`src/rtl/mefr_pkg.sv`:
```
// Shared types and constants for the Manchester edge frame receiver.
// No dependencies; imported by all rtl modules and the port checker.
package mefr_pkg;

    localparam int FRAME_BITS = 34;
    localparam int TIME_WIDTH = 64;
    localparam int DATA_W     = 32;
    localparam int CNT_W      = $clog2(FRAME_BITS + 1);
    localparam int CFG_IDX_W  = 2;

    localparam logic [31:0] BIT_TIMEOUT_RST   = 32'd800000;
    localparam logic [31:0] TRANS_TIMEOUT_RST = 32'd1300000;
    localparam logic [31:0] IDLE_GAP_RST      = 32'd100000000;

    typedef enum logic [CFG_IDX_W-1:0] {
        CFG_INVERT      = 2'd0,
        CFG_BIT_TIMEOUT = 2'd1,
        CFG_TRANS_TIMEOUT = 2'd2,
        CFG_IDLE_GAP    = 2'd3
    } t_cfg_idx;

    typedef enum logic [2:0] {
        EV_NONE     = 3'd0,
        EV_GAP      = 3'd1,
        EV_SAME     = 3'd2,
        EV_BIT_TO   = 3'd3,
        EV_MID_TO   = 3'd4
    } t_event;

    typedef struct packed {
        logic        invert;
        logic [31:0] bit_timeout;
        logic [31:0] trans_timeout;
        logic [31:0] idle_gap;
    } t_cfg;

    typedef struct packed {
        logic              frame_valid;
        logic [DATA_W-1:0] frame_data;
        t_event            event_code;
        logic [31:0]       error_total;
    } t_result;

endpackage

```
`src/rtl/manchester_edge_frame_receiver.sv`:
```
// Manchester (bi-phase-L) edge-driven frame receiver, top level.
// Depends on mefr_pkg, mefr_cfg_regs and mefr_core.
//
// Each input item is one line edge (level and timestamp). An item is
// registered on accept in the input register and processed from there
// once the output register is empty or being taken; its result lands in
// the output register and stays valid there until it is taken.
// One item is taken every cycle when the output is not stalled. The
// per-item step is a single 64-bit subtract, three interval compares and
// a shift, done combinationally between the input and result registers.
// Every edge yields exactly one result item. No clearing pass follows
// reset. Configuration writes are taken in any cycle and should be made
// only while no item is in flight.
module manchester_edge_frame_receiver (
    input  logic                            i_clk,
    input  logic                            i_rst_n,
    input  logic                            i_valid,
    output logic                            o_ready,
    input  logic                            i_line_level,
    input  logic [mefr_pkg::TIME_WIDTH-1:0] i_edge_time_ns,
    output logic                            o_valid,
    input  logic                            i_ready,
    output logic                            o_frame_valid,
    output logic [mefr_pkg::DATA_W-1:0]     o_frame_data,
    output logic [2:0]                      o_event_code,
    output logic [31:0]                     o_error_total,
    input  logic                            i_cfg_valid,
    output logic                            o_cfg_ready,
    input  logic [mefr_pkg::CFG_IDX_W-1:0]  i_cfg_index,
    input  logic [31:0]                     i_cfg_data
);
    import mefr_pkg::*;

    t_cfg                  cfg;
    t_result               core_res;
    logic                  advance;

    logic                  r_in_valid;
    logic                  r_in_level;
    logic [TIME_WIDTH-1:0] r_in_time;
    logic                  r_out_valid;
    t_result               r_out;

    assign advance = r_in_valid && (!r_out_valid || i_ready);
    assign o_ready = !r_in_valid || advance;

    mefr_cfg_regs u_cfg (
        .i_clk       (i_clk),
        .i_rst_n     (i_rst_n),
        .i_cfg_valid (i_cfg_valid),
        .o_cfg_ready (o_cfg_ready),
        .i_cfg_index (i_cfg_index),
        .i_cfg_data  (i_cfg_data),
        .o_cfg       (cfg)
    );

    mefr_core u_core (
        .i_clk        (i_clk),
        .i_rst_n      (i_rst_n),
        .i_cfg        (cfg),
        .i_go         (advance),
        .i_line_level (r_in_level),
        .i_edge_time  (r_in_time),
        .o_result     (core_res)
    );

    always_ff @(posedge i_clk) begin
        if (!i_rst_n) begin
            r_in_valid  <= 1'b0;
            r_out_valid <= 1'b0;
        end else begin
            if (o_ready) begin
                r_in_valid <= i_valid;
            end
            if (advance) begin
                r_out_valid <= 1'b1;
            end else if (i_ready) begin
                r_out_valid <= 1'b0;
            end
        end
    end

    always_ff @(posedge i_clk) begin
        if (o_ready && i_valid) begin
            r_in_level <= i_line_level;
            r_in_time  <= i_edge_time_ns;
        end
        if (advance) begin
            r_out <= core_res;
        end
    end

    assign o_valid       = r_out_valid;
    assign o_frame_valid = r_out.frame_valid;
    assign o_frame_data  = r_out.frame_data;
    assign o_event_code  = r_out.event_code;
    assign o_error_total = r_out.error_total;

endmodule

```
`src/rtl/mefr_cfg_regs.sv`:
```
// Configuration register file for the Manchester edge frame receiver.
// Depends on mefr_pkg.
module mefr_cfg_regs (
    input  logic                          i_clk,
    input  logic                          i_rst_n,
    input  logic                          i_cfg_valid,
    output logic                          o_cfg_ready,
    input  logic [mefr_pkg::CFG_IDX_W-1:0] i_cfg_index,
    input  logic [31:0]                   i_cfg_data,
    output mefr_pkg::t_cfg                o_cfg
);
    import mefr_pkg::*;

    t_cfg r_cfg;

    assign o_cfg_ready = 1'b1;
    assign o_cfg       = r_cfg;

    always_ff @(posedge i_clk) begin
        if (!i_rst_n) begin
            r_cfg.invert        <= 1'b0;
            r_cfg.bit_timeout   <= BIT_TIMEOUT_RST;
            r_cfg.trans_timeout <= TRANS_TIMEOUT_RST;
            r_cfg.idle_gap      <= IDLE_GAP_RST;
        end else if (i_cfg_valid) begin
            case (t_cfg_idx'(i_cfg_index))
                CFG_INVERT:        r_cfg.invert        <= i_cfg_data[0];
                CFG_BIT_TIMEOUT:   r_cfg.bit_timeout   <= i_cfg_data;
                CFG_TRANS_TIMEOUT: r_cfg.trans_timeout <= i_cfg_data;
                CFG_IDLE_GAP:      r_cfg.idle_gap      <= i_cfg_data;
                default: ;
            endcase
        end
    end

endmodule

```
`src/rtl/mefr_core.sv`:
```
// Line state, shift register and error counter; computes one result per edge.
// Depends on mefr_pkg.
module mefr_core (
    input  logic                           i_clk,
    input  logic                           i_rst_n,
    input  mefr_pkg::t_cfg                 i_cfg,
    input  logic                           i_go,
    input  logic                           i_line_level,
    input  logic [mefr_pkg::TIME_WIDTH-1:0] i_edge_time,
    output mefr_pkg::t_result              o_result
);
    import mefr_pkg::*;

    typedef enum logic [1:0] {
        PH_IDLE = 2'd0,
        PH_BIT  = 2'd1,
        PH_MID  = 2'd2
    } t_phase;

    t_phase                r_phase,      n_phase;
    logic [FRAME_BITS-1:0] r_shift,      n_shift;
    logic [CNT_W-1:0]      r_cnt,        n_cnt;
    logic [TIME_WIDTH-1:0] r_prev_time;
    logic                  r_prev_level;
    logic [31:0]           r_err,        n_err;

    logic [TIME_WIDTH-1:0] dt;
    logic                  lt_bit, lt_trans, gt_gap;
    logic                  data_bit;
    t_event                ev;
    logic                  do_take, do_err;
    t_event                err_code;

    assign dt       = i_edge_time - r_prev_time;
    assign lt_bit   = dt < TIME_WIDTH'(i_cfg.bit_timeout);
    assign lt_trans = dt < TIME_WIDTH'(i_cfg.trans_timeout);
    assign gt_gap   = dt > TIME_WIDTH'(i_cfg.idle_gap);
    assign data_bit = i_cfg.invert ? i_line_level : ~i_line_level;

    always_comb begin
        n_phase  = r_phase;
        n_shift  = r_shift;
        n_cnt    = r_cnt;
        n_err    = r_err;
        ev       = EV_NONE;
        do_take  = 1'b0;
        do_err   = 1'b0;
        err_code = EV_NONE;

        if (gt_gap && r_phase != PH_IDLE) begin
            n_phase = PH_IDLE;
            n_shift = '0;
            n_cnt   = '0;
            ev      = EV_GAP;
        end

        case (n_phase)
            PH_BIT: begin
                if (lt_bit) begin
                    n_phase = PH_MID;
                    do_take = 1'b1;
                end else begin
                    do_err   = 1'b1;
                    err_code = EV_BIT_TO;
                end
            end
            PH_MID: begin
                if (lt_bit) begin
                    n_phase = PH_BIT;
                end else if (lt_trans) begin
                    do_take = 1'b1;
                end else begin
                    do_err   = 1'b1;
                    err_code = EV_MID_TO;
                end
            end
            default: ;
        endcase

        if (do_take) begin
            if (r_prev_level != i_line_level) begin
                n_shift = {n_shift[FRAME_BITS-2:0], data_bit};
                n_cnt   = CNT_W'(n_cnt + 1'b1);
                ev      = EV_NONE;
            end else begin
                do_err   = 1'b1;
                err_code = EV_SAME;
            end
        end

        if (do_err) begin
            n_err   = r_err + 32'd1;
            n_phase = PH_IDLE;
            n_shift = '0;
            n_cnt   = '0;
            ev      = err_code;
        end

        if (n_phase != PH_BIT && n_phase != PH_MID) begin
            n_phase = (i_line_level == ~i_cfg.invert) ? PH_BIT : PH_IDLE;
        end

        o_result.frame_valid = 1'b0;
        o_result.frame_data  = '0;
        if (n_cnt >= CNT_W'(FRAME_BITS)) begin
            o_result.frame_valid = 1'b1;
            o_result.frame_data  = DATA_W'(n_shift >> 1);
            n_phase = PH_IDLE;
            n_shift = '0;
            n_cnt   = '0;
        end
        o_result.event_code  = ev;
        o_result.error_total = n_err;
    end

    always_ff @(posedge i_clk) begin
        if (!i_rst_n) begin
            r_phase      <= PH_IDLE;
            r_shift      <= '0;
            r_cnt        <= '0;
            r_prev_time  <= '0;
            r_prev_level <= 1'b0;
            r_err        <= '0;
        end else if (i_go) begin
            r_phase      <= n_phase;
            r_shift      <= n_shift;
            r_cnt        <= n_cnt;
            r_prev_time  <= i_edge_time;
            r_prev_level <= i_line_level;
            r_err        <= n_err;
        end
    end

endmodule

```
`config.mk`:
```
export PLATFORM = sky130hd
export DESIGN_NAME = manchester_edge_frame_receiver
export DESIGN_NICKNAME = d
export VERILOG_FILES = /design/src/rtl/mefr_pkg.sv /design/src/rtl/manchester_edge_frame_receiver.sv /design/src/rtl/mefr_cfg_regs.sv /design/src/rtl/mefr_core.sv
export SDC_FILE = /design/constraint.sdc
export NUM_CORES = 1
export LEC_CHECK = 0
export BUFFER_PORTS_ARGS = -buffer_cell sky130_fd_sc_hd__buf_4
export CAP_MARGIN = 25
export CORE_MARGIN = 8
export CORE_UTILIZATION = 50
export CTS_CLUSTER_SIZE = 30
export DETAILED_ROUTE_END_ITERATION = 10
export GPL_ROUTABILITY_DRIVEN = 0
export PLACE_DENSITY = 0.72
export SLEW_MARGIN = 20
export SYNTH_ARGS = -nofsm -noshare
export SYNTH_HDL_FRONTEND = slang
export SYNTH_SLANG_ARGS = --single-unit
export TNS_END_PERCENT = 100
```
`constraint.sdc`:
```
create_clock -name i_clk -period 7.6 [get_ports i_clk]
set_input_delay 1.52 -clock i_clk [delete_from_list [all_inputs] [get_ports i_clk]]
set_output_delay 1.52 -clock i_clk [all_outputs]
set_load 0.005 [all_outputs]
```
==> flow_metrics.tcl <==
set metrics [dict create \
    clk_pin_slew_ns 0.06 \
    cts_tree "done" \
    drive_gt1_share_pct 11.7 \
    tns_ns 0 \
    htreeDepth 2 \
    cap_violations 0 \
    synth_area_um2 21400 \
    placed_area_um2 23100 \
    hold_violations 0 \
    synth_warnings 0 \
    grt_pass1_vias 18300 \
    first_pass_iters 8 \
    die_h_um 223 \
    rr_startpoint "r_in_time[0]" \
    io_pins 175 \
    dieWidth_um 223 \
    grt_pass1_wl_um 93900 \
    min_period_ns 7.20 \
    start_util_pct 50.2 \
    cp_slowest_cell "fa_1" \
    root_buffer "clkbuf_16" \
    cp_max_fo 32 \
    die_area_um2 49800 \
    hpwl_um 42300 \
    synthFlopType "dfxtp_1" \
    grt_usage_pct 22.8 \
    cts_inserted_buffers 40 \
    rows 76 \
    maxSlewViolCount 0 \
    crit_start "r_in_time[0]" \
    maxSlewHeadroom_pct 32.3 \
    route.detailed.drc 0 \
    yosysUniqueCellTypes 90 \
    critPathLaunchType "register" \
    fin_util_pct 57.6 \
    io_buffers 173 \
    nets 2935 \
    irDropWorstVdd_mv 0.178 \
    wirelength_um 58900 \
    core_area_um2 42700 \
    critPathMaxStageDelay_ns 0.46 \
    place_ws_ns -0.0915 \
    leakagePower_nw 9.16 \
    mostFrequentLayoutCell "nand2_1" \
    design_area_um2 24600 \
    grt_max_degree 118 \
    cts.sinks 370 \
    hold_class "register to register" \
    end_kind "register" \
    antenna_cells 0 \
    crit_type "register to register" \
    vias_per_cell 5.89 \
    async_flop_share_pct 0 \
    clockBufferDepth 3 \
    worst_slack_ns 0.400 \
    cp.arrival_ns 7.52 \
    insertion_delay_ns 0.57 \
    first_iter_violations 1617 \
    hold_buffers 0 \
    vias 19100 \
    avgSynthCellArea_um2 8.40 \
    synth_cells 2555 \
    syn_to_final_growth_pct 14.7 \
    p_per_area_nw_per_um2 209 \
    status "completed" \
    max_freq_mhz 139 \
    setup_violations 0 \
    clock_skew_ns 0.0224 \
    regToRegSetupSlack_ns 0.40 \
    hold_path.startpoint "u_core.r_prev_time[37]" \
    ant_nets 0 \
    syn-num-nets 2822 \
    wire_per_inst_um 18.1 \
    worstMarginPinSlew_ns 1.01 \
    finalCritPeriodShare_pct 94.7 \
    ys_seq_area_share_pct 40.7 \
    final_cell_mix "nand2_1, a21oi_1, dfxtp_1" \
    antenna_found_initial 1 \
    synth_edf_count 133 \
    grt_overflow 0 \
    ys_ff_latch 370 \
    crit_required_ns 7.92 \
]
stage by stage:
stage,cells,hold WS (ns),power [mW]
floorplan,2555,0.434,2.88
global placement,3160,0.442,3.18
detailed placement,3160,0.446,3.21
CTS,3233,0.455,5.15
global route,3244,0.470,5.38
finish,3244,0.451,5.14
cell usage after synthesis (20+ instances only):
library cell | number | area (um2)
a21o_1 | 47 | 353
a21oi_1 | 292 | 1460
a31oi_1 | 20 | 125
buf_2 | 23 | 115
clkbuf_1 | 106 | 398
dfxtp_1 | 237 | 4740
edfxtp_1 | 133 | 3990
ha_1 | 162 | 2030
inv_1 | 207 | 777
nand2_1 | 428 | 1610
nand3_1 | 50 | 250
nand4_1 | 73 | 457
nor2_1 | 191 | 717
nor3_1 | 33 | 165
o211ai_1 | 44 | 330
o21a_1 | 21 | 158
o21ai_0 | 78 | 390
o32ai_1 | 35 | 307
xnor2_1 | 53 | 464
xor2_1 | 55 | 482
state kept, by name, summed over array words and instances (netlist names), 6 cells and up:
name and cells:
o_error_total 32, u_cfg.o_cfg 97, u_core.r_shift 33, r_in_time 64, u_core.r_cnt 6, o_frame_data 32
u_core.r_prev_time 64, u_core.r_err 32
layout make-up:
type                       count  area (um2)
clock buffer                  52        1100
clock inverter                20         194
fill                        3793       18100
inverter                     209         795
multi-input combinational   1841       11500
sequential                   370        8740
tap                          546         683
timing repair buffer         206        1620
power breakdown:
part / leakage (nW) / internal (mW) / switching [mW]
Sequential: 3.16 / 2.13 / 0.0363
Combinational: 5.36 / 0.396 / 0.651
Clock: 0.639 / 1.12 / 0.804
Total: 9.16 / 3.65 / 1.49
critical path, delay by kind of cell, from the launching register on:
kind            cells  cell delay [ns]
xor+xnor            1             0.31
simple gates        9             1.39
fa+ha+maj           4             1.22
compound gates     14             2.75
buf+inv             4             0.49
mux                 1             0.38
flops               1             0.38
cell families (layout without fill, tap and decap cells):
kind of cell | count (synthesis) | count (layout) | synth area share, %
multiplexers | 11 | 11 | 0.542
adder cells (fa/ha/maj) | 163 | 163 | 9.54
XOR/XNOR | 108 | 108 | 4.41
other | 1 | 1 | 0.0175
flip-flops | 370 | 370 | 40.7
AND/OR/NAND/NOR | 909 | 909 | 19.4
buffers and inverters | 345 | 487 | 6.25
AO/OA/AOI/OAI | 648 | 649 | 19.1
worst paths after layout:
check | endpoint | cells after the start
worst max register to register | o_frame_data[30] | 33
worst max-delay path | o_frame_data[30] | 33
worst min-delay path | u_core.r_prev_time[37] | 2
worst min register to register | u_core.r_prev_time[37] | 2
routing by layer:
layer,track usage [%],up-vias,share of wire (%)
li1,-,9228,-
met4,8.73,2,3.4
met2,37.8,768,47
met3,4.11,149,7.2
met1,29.2,8949,43
met5,0,-,0.022
timing repair:
action / in CTS / in global routing
pin swaps: 0 / 6
gates resized for setup: 4 / 12
gates cloned: 1 / 0
endpoints found under the hold margin: 0 / 0
buffers inserted: 0 / 9
setup endpoints to repair: 35 / 74
No activity file was read; power rests on OpenSTA's default activity.
